==> src/tcun_pkg.sv <==
// tcun_pkg: shared types and constants for the triangle midpoint / unit normal block
// no dependencies
package tcun_pkg;

    localparam int COORD_W = 16;
    localparam int INDEX_W = 10;
    localparam int CROSS_W = 35;

    typedef enum logic
    {
        MODE_LOAD = 1'b0,
        MODE_TRI  = 1'b1
    } mode_t;

    // queued transaction between front and back
    typedef struct packed
    {
        logic               tri_op;
        logic [INDEX_W-1:0] idx_a;
        logic [INDEX_W-1:0] idx_b;
        logic [INDEX_W-1:0] idx_c;
        logic [COORD_W-1:0] lx;
        logic [COORD_W-1:0] ly;
        logic [COORD_W-1:0] lz;
    } cmd_t;

    typedef enum logic [4:0]
    {
        ST_IDLE,
        ST_RD_A,
        ST_RD_B,
        ST_RD_C,
        ST_RD_WAIT,
        ST_SUM,
        ST_MID,
        ST_EDGE,
        ST_MUL1,
        ST_MUL2,
        ST_CROSS,
        ST_NORM,
        ST_SQ,
        ST_SQRT,
        ST_DIV,
        ST_OUT
    } back_state_t;

endpackage

==> src/tcun_front.sv <==
// tcun_front: input side, classifies transactions and holds a two-entry queue
// depends on tcun_pkg
module tcun_front
(
    input  logic                  clk,
    input  logic                  rst_n,
    input  logic                  valid,
    output logic                  stall,
    input  logic                  mode,
    input  logic [9:0]            first_corner,
    input  logic [9:0]            second_corner,
    input  logic [9:0]            third_corner,
    input  logic [15:0]           load_x,
    input  logic [15:0]           load_y,
    input  logic [15:0]           load_z,
    output logic                  q_valid,
    output tcun_pkg::cmd_t        q_cmd,
    input  logic                  q_take
);
    import tcun_pkg::*;

    cmd_t       fifo_reg [2];
    logic       wr_ptr_reg, wr_ptr_next;
    logic       rd_ptr_reg, rd_ptr_next;
    logic [1:0] count_reg, count_next;
    logic       push, pop;
    cmd_t       cmd_in;

    assign stall = (count_reg == 2'd2);
    assign push  = valid && !stall;
    assign pop   = q_take && (count_reg != 2'd0);

    always_comb
    begin
        cmd_in.tri_op = (mode == MODE_TRI);
        cmd_in.idx_a  = first_corner;
        cmd_in.idx_b  = second_corner;
        cmd_in.idx_c  = third_corner;
        cmd_in.lx     = load_x;
        cmd_in.ly     = load_y;
        cmd_in.lz     = load_z;
        wr_ptr_next   = push ? ~wr_ptr_reg : wr_ptr_reg;
        rd_ptr_next   = pop ? ~rd_ptr_reg : rd_ptr_reg;
        count_next    = count_reg + {1'b0, push} - {1'b0, pop};
    end

    always_ff @(posedge clk or negedge rst_n)
    begin
        if (!rst_n)
        begin
            wr_ptr_reg <= 1'b0;
            rd_ptr_reg <= 1'b0;
            count_reg  <= 2'd0;
        end
        else
        begin
            wr_ptr_reg <= wr_ptr_next;
            rd_ptr_reg <= rd_ptr_next;
            count_reg  <= count_next;
        end
    end

    always_ff @(posedge clk)
    begin
        if (push)
        begin
            fifo_reg[wr_ptr_reg] <= cmd_in;
        end
    end

    assign q_valid = (count_reg != 2'd0);
    assign q_cmd   = fifo_reg[rd_ptr_reg];

endmodule

==> config.mk <==
export PLATFORM = sky130hd
export DESIGN_NAME = tcun_front
export DESIGN_NICKNAME = d
export VERILOG_FILES = /design/src/tcun_pkg.sv /design/src/tcun_front.sv
export SDC_FILE = /design/constraint.sdc
export NUM_CORES = 1
export LEC_CHECK = 0
export BUFFER_PORTS_ARGS = -buffer_cell sky130_fd_sc_hd__buf_2
export CELL_PAD_IN_SITES_DETAIL_PLACEMENT = 1
export CELL_PAD_IN_SITES_GLOBAL_PLACEMENT = 1
export CORE_ASPECT_RATIO = 0.6
export CORE_MARGIN = 1.5
export CORE_UTILIZATION = 48
export DETAILED_ROUTE_END_ITERATION = 12
export PLACE_DENSITY = 0.82
export SYNTH_ARGS = -nofsm -noshare
export SYNTH_HDL_FRONTEND = slang
export SYNTH_SLANG_ARGS = --single-unit
==> constraint.sdc <==
create_clock -name clk -period 7.45 [get_ports clk]
set_input_delay 1.1175 -clock clk [delete_from_list [all_inputs] [get_ports clk]]
set_output_delay 1.1175 -clock clk [all_outputs]
set_load 0.01 [all_outputs]
== Yosys cells after proc, flatten, opt, wreduce, memory -nomap -nowiden ==
Memory sizes are Yosys's and may differ from the RTL's.
Index checks and enable logic that the tools add are counted.

* Memory bits (writable): 158
* Flip-flop bits (word level): 4
* Bits of input ports: 83
* Memories: 1
* Output and inout port bits: 81
* Word-level logic and storage cells: 15

* Reduce and logical (&&, ||, !) cells: 4
* Equal/unequal tests: 1
* Bitwise operators: 2
* Mux-type cells: 2
* $add $sub $neg: 2

{| class="wikitable"
|+ Memories
! memory !! depth !! bits a word !! rd ports !! clocked after memory_dff !! wr ports !! line !! source
|-
| fifo_reg || 2 || 79 || 1 || 0 || 1 || tcun_front.sv:22 || <nowiki>cmd_t fifo_reg [2];</nowiki>
|}

{| class="wikitable"
|+ Operators by type and width
! kind !! count
|-
| adder 2 x 1 -> 2 bit || 1
|-
| equality test 2 bit (second input constant) || 1
|-
| logical AND 1 bit || 2
|-
| 2-to-1 mux 1 bit || 2
|-
| NOT 1 bit || 2
|-
| nonzero test 2 bit || 1
|-
| subtractor 2 x 1 -> 2 bit || 1
|-
| logical NOT 1 bit || 1
|}

== Logic depth before layout (Yosys ltp) ==
Gate-level depths: netlist (run 1).

* Depth in word-level cells: 5
* Gate-level depth with buffers: 7

== Worst setup path after synthesis (run 1) ==
OpenSTA, ideal clock, no wires.

* Path type: input-to-reg
* Start: input valid
* End: memory fifo_reg[0][0] (netlist name) (enable)
* Data required time: 6.933 ns
* Setup time: 0.517 ns
* Slack: 2.427 ns
* Data arrival time: 4.506 ns
* Stages on the path: 2
* Path through: nand2_1 > nor2_1

* Cells in the longest elaborated chain, start to end: 3

{| class="wikitable"
|+ RTL lines
! item !! line !! source
|-
| start: declaration || tcun_front.sv:7 || <nowiki>input logic valid,</nowiki>
|-
| logical AND 1 bit || tcun_front.sv:30 || <nowiki>assign push = valid && !stall;</nowiki>
|-
| 2-to-1 mux 1 bit || tcun_front.sv:65 || <nowiki>if (push)</nowiki>
|-
| 2-to-1 mux 1 bit (not written as such) || tcun_front.sv:67 || <nowiki>fifo_reg[wr_ptr_reg] <= cmd_in;</nowiki>
|-
| end: declaration || tcun_front.sv:22 ||
|}

No other way between the ends.

==> summary.txt, run 1 <==
Run status
  • Status: finished, final reports clean

Critical path
  • Path depth of the worst reg2reg path: 4
  • Setup CP Type: reg2out
  • Crit path max-delay cell type: dfrtp_4
  • Max FO, Critical Path: 49
  • Arrival time worst endpoint: 2610 ps
  • Nature of the critical path endpoint: output port
  • FF-to-FF Start: count_reg[0]
  • Worst EP required: 6330 ps
  • CP max stage delay: 810 ps
  • CP Launch Point: rd_ptr_reg
  • Critical-path cell list: buf_4 > mux2_4 > buf_2
  • CP Launch Type: register

Layout
  • Layout Cells excl Fill: 623
  • Core Util, Final: 60.8%
  • P&R area growth vs syn: 23.6%
  • Fin area: 0.00779 mm²
  • Layout cells sized above 1: 61.7%
  • Number of flip-flops in the largest register: 158
  • Nets: 524
  • Fillers: 1149

Die
  • Die height: 91.8 µm
  • Die area: 0.0139 mm²
  • FP Rows: 32
  • Die width: 151 µm
  • Initial Util: 49.2%
  • I/O pin total: 164
  • Core Footprint: 0.0128 mm²

Placement
  • IO Port Bufs: 163
  • Cells after DPL: 590
  • DP Area: 0.00719 mm²
  • DP HPWL: 8320 µm
  • Global placer's final weighted congestion: 0.695

Yosys
  • Post-synth top area share: 75.3%
  • Synth area leaders: edfxtp_1 (75%), mux2_4 (19%), buf_12 (2.5%)
  • Synth area leader: edfxtp_1
  • Ys Warns: 0
  • Netlist Area Pre-Place: 0.00630 mm²
  • Syn avg cell area: 23.9 µm²
  • Synthesized net count: 349
  • Adder-cell area share of the yosys netlist: 0.397%
  • Top FF cell, synth: edfxtp_1
  • XOR/XNOR Fraction of Synth Area: 0.556%
  • Sequential fraction of the synthesis area: 76.8%
  • Distinct cells, synth: 15
  • Register bit total from synthesis: 162
  • Post-synth EDFFs: 158
  • Ys async rst share: 2.47%
  • Synth Instances: 264
  • Top-count cell post-synth: edfxtp_1
  • Combinational family with the most area after synthesis: multiplexers
  • Compound-Gate Fraction of Synth Area: 0%
  • Multiplexer share of the synthesized area: 18.8%
  • Simple-Gate Fraction of Synth Area: 0.556%
  • Synth top cells by count: edfxtp_1 (158), mux2_4 (79), buf_12 (8), dfrtp_1 (4), xnor2_1 (3)

STA
  • Final slew viol count: 0
  • Final setup violation count: 0
  • Worst-margin pin slew: 1170 ps
  • Hold violation count in the final report: 0
  • Post-layout min period: 3730 ps
  • Peak Freq: 268 MHz
  • Final period util: 50.1%
  • Setup TNS: 0 ps
  • Clk_skew: 8.00 ps
  • RSZ-0062 raised after global routing: false
  • Rel. slew slack: 22.1%

Routing
  • Routed vias: 3060
  • Final wirelength: 12200 µm
  • Vias per cell: 4.91
  • Routed WL per cell: 19.7 µm
  • ANT nets after route: 0
  • Initial DRT Pass Iterations: 4
  • DRT iter0 DRCs: 158
  • DRC viols: 0

Global route
  • Grt ovf: 0
  • Met3 Track Usage GR: 7.76%
  • Largest net degree at the start of global routing: 80
  • Met1 Use GR: 23.0%
  • Total track usage: 18.5%
  • Top Usage Layer GRT: met2
  • Number of global-route vias before repair: 3236
  • Initial antenna violation count: 3
  • Met2 Usage GRT: 28.0%
  • First-pass GRT wire length: 18000 µm

Clock network
  • Clk slew on worst S/H paths: 70 ps
  • Num CTS Buffers: 17
  • TritonCTS clock tree: yes
  • Post-CTS setup buffers: 0
  • Worst-skew pair later-pin latency: 420 ps
  • CTS resizes: 0
  • Cts hold-fix bufs: 0
  • Clock Tree Root: clkbuf_16
  • Clk buf depth: 2
  • H-tree depth: 4
  • Clock Sink Count: 162

Pwr
  • Switch share: 29.3%
  • P_sw: 935 µW
  • Clock power frac: 27.3%
  • Pwr Density: 410 mW/mm²
  • Lkg Pwr: 3.16 nW
  • Register share of total power: 42.6%
  • Pwr Total: 3.19 mW
  • Gate power share: 30.1%
  • Internal power: 2.26 mW
  • Max IR drop VDD: 0.191 mV

Worst hold path
  • HP Class: in2async

Flow run
  • Max_cap viols: 0
## power groups by stage
stage               Clock, mW  Combinational, mW  Sequential (mW)
floorplan                   0              0.783             1.32
global placement            0              0.959             1.36
detailed placement          0              0.980             1.38
CTS                     0.892              0.983             1.36
global route            0.918               1.04             1.38
finish                  0.871              0.962             1.36
## critical path: cells and delay by family, from the launching register on
kind	cells	cell delay [ps]
buf+inv	2	940
flops	1	810
mux	1	370
## through the flow
step                hold slack, ps  setup slack [ps]
floorplan                      461              2430
global placement               500              4140
detailed placement             519              4110
CTS                            472              3680
global route                   479              3580
finish                         495              3720
## cells in the final DEF (no fill, tap or decap)
cell type / instances
clkinv_2: 1
nand2_1: 1
edfxtp_1: 158
inv_8: 3
xnor2_1: 3
dfrtp_4: 1
nand2b_1: 1
inv_6: 4
mux2_4: 79
clkbuf_1: 1
and2_4: 1
buf_4: 2
inv_1: 2
dfrtp_1: 3
bufinv_16: 2
clkbuf_16: 17
xor2_1: 1
ha_1: 2
and3_4: 1
diode_2: 1
clkinv_4: 3
clkinvlp_4: 1
buf_2: 163
nor2_4: 1
or2_1: 1
## logic make-up (layout without fill, tap and decap cells)
family | after synthesis | after routing
and+or+nand+nor | 6 | 6
DFF | 162 | 162
adders and majority gates | 2 | 2
xor gates and xnor gates | 4 | 4
muxes | 79 | 79
other | 0 | 1
buffers and inverters | 11 | 199
## metal layers
| layer | vias to the layer above | share of wire (%) |
|---|---|---|
| li1 | 1395 | - |
| met1 | 1513 | 42 |
| met2 | 131 | 46 |
| met3 | 17 | 9.9 |
| met4 | 4 | 1.3 |
| met5 | - | 0.22 |
## path summary, 6_finish.rpt
check                                  to  slack [ps]
max                             q_cmd[27]        3720
min                          count_reg[0]         500
max reg2reg                fifo_reg[0][3]        4840
min reg2reg                  count_reg[0]         530
max in group asynchronous      rd_ptr_reg        6810
min in group clk             count_reg[0]         530
## final cells by class
type                            count  area, µm²  share of cell area, %
Sequential cell                   162       4850                   62.2
Clock inverter                     14        168                   2.15
Tap cell                          170        213                   2.73
Antenna cell                        1       2.50                 0.0321
Multi-Input combinational cell     91       1290                   16.6
Timing Repair Buffer              165        831                   10.7
Inverter                            2       7.51                 0.0963
Clock buffer                       18        429                   5.51
(Power assumes the default switching activity.)
==> run 2, diff against run 1 <==
ABC_AREA = 1   (was default)
CORE_UTILIZATION = 41   (was 48)
PLACE_DENSITY = 0.76   (was 0.82)
clock period = 3.9 ns   (was 7.45 ns; I/O delays follow)
==> summary.txt, run 2 <==
Critical path
  • Worst EP required: 3310 ps (-3020 ps)
  • Nature of the critical path endpoint: output port
  • CP Launch Type: register
  • Levels on crit path: 4 (+1)
  • Critical path buffer and inverter count: 2 (unchanged)
  • Crit path max-delay cell type: dfrtp_2
  • CP max stage delay: 870 ps (+60 ps)
  • Setup CP Type: reg2out
  • Critical-path cell list: buf_4 > nand2_1 > nand2_1 > buf_2
  • Arrival time worst endpoint: 2290 ps (-320 ps)
  • Top Family by Delay on Critical Path: flip-flops
  • Path depth of the worst reg2reg path: 5 (+1)
  • Critical Path Most Common Cell: nand2_1
  • Max FO, Critical Path: 46 (-6.1%)

Pwr
  • Lkg Pwr: 3.27 nW (+3.5%)
  • Pwr Density: 778 mW/mm² (+90%)
  • Max IR drop VDD: 0.290 mV (+52%)
  • Pwr Total: 5.88 mW (+84%)

Yosys
  • Synthesized net count: 530 (+52%)
  • Synth Instances: 445 (+69%)
  • Syn avg cell area: 13.6 µm² (-43%)
  • Ys Warns: 0 (unchanged)
  • Netlist Area Pre-Place: 0.00604 mm² (-4.2%)
  • Distinct cells, synth: 11 (-4)
  • Ys async rst share: 2.47% (unchanged)
  • Synth top cells by count: nand2_1 (250), edfxtp_1 (158), inv_1 (9), buf_4 (8), buf_6 (8)
  • Top FF cell, synth: edfxtp_1
  • Post-synth EDFFs: 158 (unchanged)
  • Synth area leader: edfxtp_1
  • Post-synth top area share: 78.6% (+3.3 points)
  • Synth area leaders: edfxtp_1 (79%), nand2_1 (16%), dfrtp_1 (1.7%)
  • Sequential fraction of the synthesis area: 80.2% (+3.4 points)
  • Top-count cell post-synth: nand2_1
  • Register bit total from synthesis: 162 (unchanged)

Die
  • FP Rows: 34 (+6.3%)
  • Die height: 97.0 µm (+5.7%)
  • Die area: 0.0155 mm² (+12%)
  • Core Footprint: 0.0144 mm² (+13%)
  • I/O pin total: 164 (unchanged)
  • Die width: 160 µm (+5.8%)
  • Initial Util: 41.9% (-7.3 points)

Layout
  • P&R area growth vs syn: 25.1%
  • Nets: 700 (+34%)
  • Number of flip-flops in the largest register: 158 (unchanged)
  • Layout Cells excl Fill: 825 (+32%)
  • Layout cells sized above 1: 31.9% (-30 points)
  • Fillers: 1558 (+36%)
  • Commonest non-fill, non-tap cell in the layout: nand2_1
  • Core Util, Final: 52.4% (-8.4 points)
  • Fin area: 0.00755 mm² (-3.1%)
  • ANT cells: 0 (-1)
  • Most frequent cells in the layout: nand2_1 (250), buf_2 (163), edfxtp_1 (158)

Placement
  • Global placer's final weighted congestion: 0.751 (+8.1%)
  • DP HPWL: 9190 µm (+10%)
  • IO Port Bufs: 163 (unchanged)
  • Cells after DPL: 793 (+34%)
  • DP Area: 0.00699 mm² (-2.9%)
  • Pre-CTS setup slack: 1450 ps (-2660 ps)

Global route
  • Initial antenna violation count: 2 (-1)
  • Total track usage: 18.5% (about the same)
  • First-pass GRT wire length: 21500 µm (+20%)
  • Largest net degree at the start of global routing: 81 (+1.3%)
  • Grt ovf: 0 (unchanged)
  • Number of global-route vias before repair: 4055 (+25%)

Clock network
  • Cts hold-fix bufs: 1 (+1)
  • Num CTS Buffers: 17 (unchanged)
  • CTS resizes: 0 (unchanged)
  • Clock Sink Count: 162 (unchanged)
  • H-tree depth: 4 (unchanged)
  • Post-CTS setup buffers: 0 (unchanged)
  • Clk buf depth: 2 (unchanged)
  • Clock Tree Root: clkbuf_16
  • Clk slew on worst S/H paths: 70 ps (about the same)
  • TritonCTS clock tree: yes
  • Worst-skew pair later-pin latency: 410 ps (about the same)

Routing
  • Routed vias: 3866 (+26%)
  • DRT iter0 DRCs: 160 (+1.3%)
  • DRC viols: 0 (unchanged)
  • Initial DRT Pass Iterations: 4 (unchanged)
  • ANT nets after route: 0 (unchanged)
  • Final wirelength: 14000 µm (+14%)
  • Vias per cell: 4.69 (-4.6%)
  • Routed WL per cell: 16.9 µm (-14%)

Run status
  • Status: finished, final reports clean

Worst hold path
  • Min-Delay Path Depth: 1
  • HP Class: in2reg

STA
  • Final setup violation count: 0 (unchanged)
  • RSZ-0062 raised after global routing: false
  • Setup TNS: 0 ps (unchanged)
  • Final slew viol count: 0 (unchanged)
  • Clk_skew: 11.6 ps (+3.59 ps)
  • WHS: 358 ps (-137 ps)
  • Final period util: 73.7%
  • Setup WS post-layout: 1030 ps (-2690 ps)
  • Peak Freq: 348 MHz
  • Post-layout min period: 2870 ps
  • Hold violation count in the final report: 0 (unchanged)
  • Worst-margin pin slew: 949 ps (-217 ps)
  • Rel. slew slack: 36.7% (+15 points)

Flow run
  • Max_cap viols: 0 (unchanged)
==> run 2: area by class of cell <==
| cell class | count | area (µm²) | share of cell area, % |
|---|---|---|---|
| Clock buffer | 18 | 429 | 5.68 |
| Clock inverter | 13 | 128 | 1.69 |
| Inverter | 10 | 46.3 | 0.613 |
| Multi-Input combinational cell | 256 | 990 | 13.1 |
| Sequential cell | 162 | 4850 | 64.1 |
| Tap cell | 198 | 248 | 3.28 |
| Timing Repair Buffer | 168 | 868 | 11.5 |
==> run 2: kinds of logic (layout without fill, tap and decap cells) <==
| family | Yosys count | in the layout | synth area share [%] |
|---|---|---|---|
| buf+inv | 27 | 209 | 3.48 |
| flops | 162 | 162 | 80.2 |
| fa+ha+maj | 2 | 2 | 0.414 |
| simple gates | 254 | 254 | 15.9 |
==> run 2: where the power goes <==
| group | internal [mW] | total (mW) | switching, mW |
|---|---|---|---|
| Sequential | 2.38 | 2.54 | 0.164 |
| Clock | 0.887 | 1.58 | 0.696 |
| Combinational | 0.562 | 1.75 | 1.19 |
==> run 2: layer usage <==
metal	part of all wire (%)	vias up	routed length [µm]	GRT usage, %
met3	7.1	21	991	5.96
li1	-	1828	-	-
met5	0.15	-	21	0
met2	48	127	6640	30.1
met1	44	1886	6150	23.5
met4	1.2	4	172	6.24
==> run 2: final timing paths <==
check	slack, ps	endpoint	startpoint
min	360	fifo_reg[0][15]	load_z[15]
max	1030	q_cmd[75]	rd_ptr_reg
max reg2reg	1690	fifo_reg[0][37]	count_reg[0]
min reg2reg	480	wr_ptr_reg	wr_ptr_reg
min in group asynchronous	510	rd_ptr_reg	rst_n
max in group asynchronous	3260	rd_ptr_reg	rst_n
==> run 2: worst reg2reg max path: cells and delay by family (launching register included) <==
family,cells,cell delay (ps)
AND/OR/NAND/NOR,2,210
buffers and inverters,3,1360
flip-flops,1,390
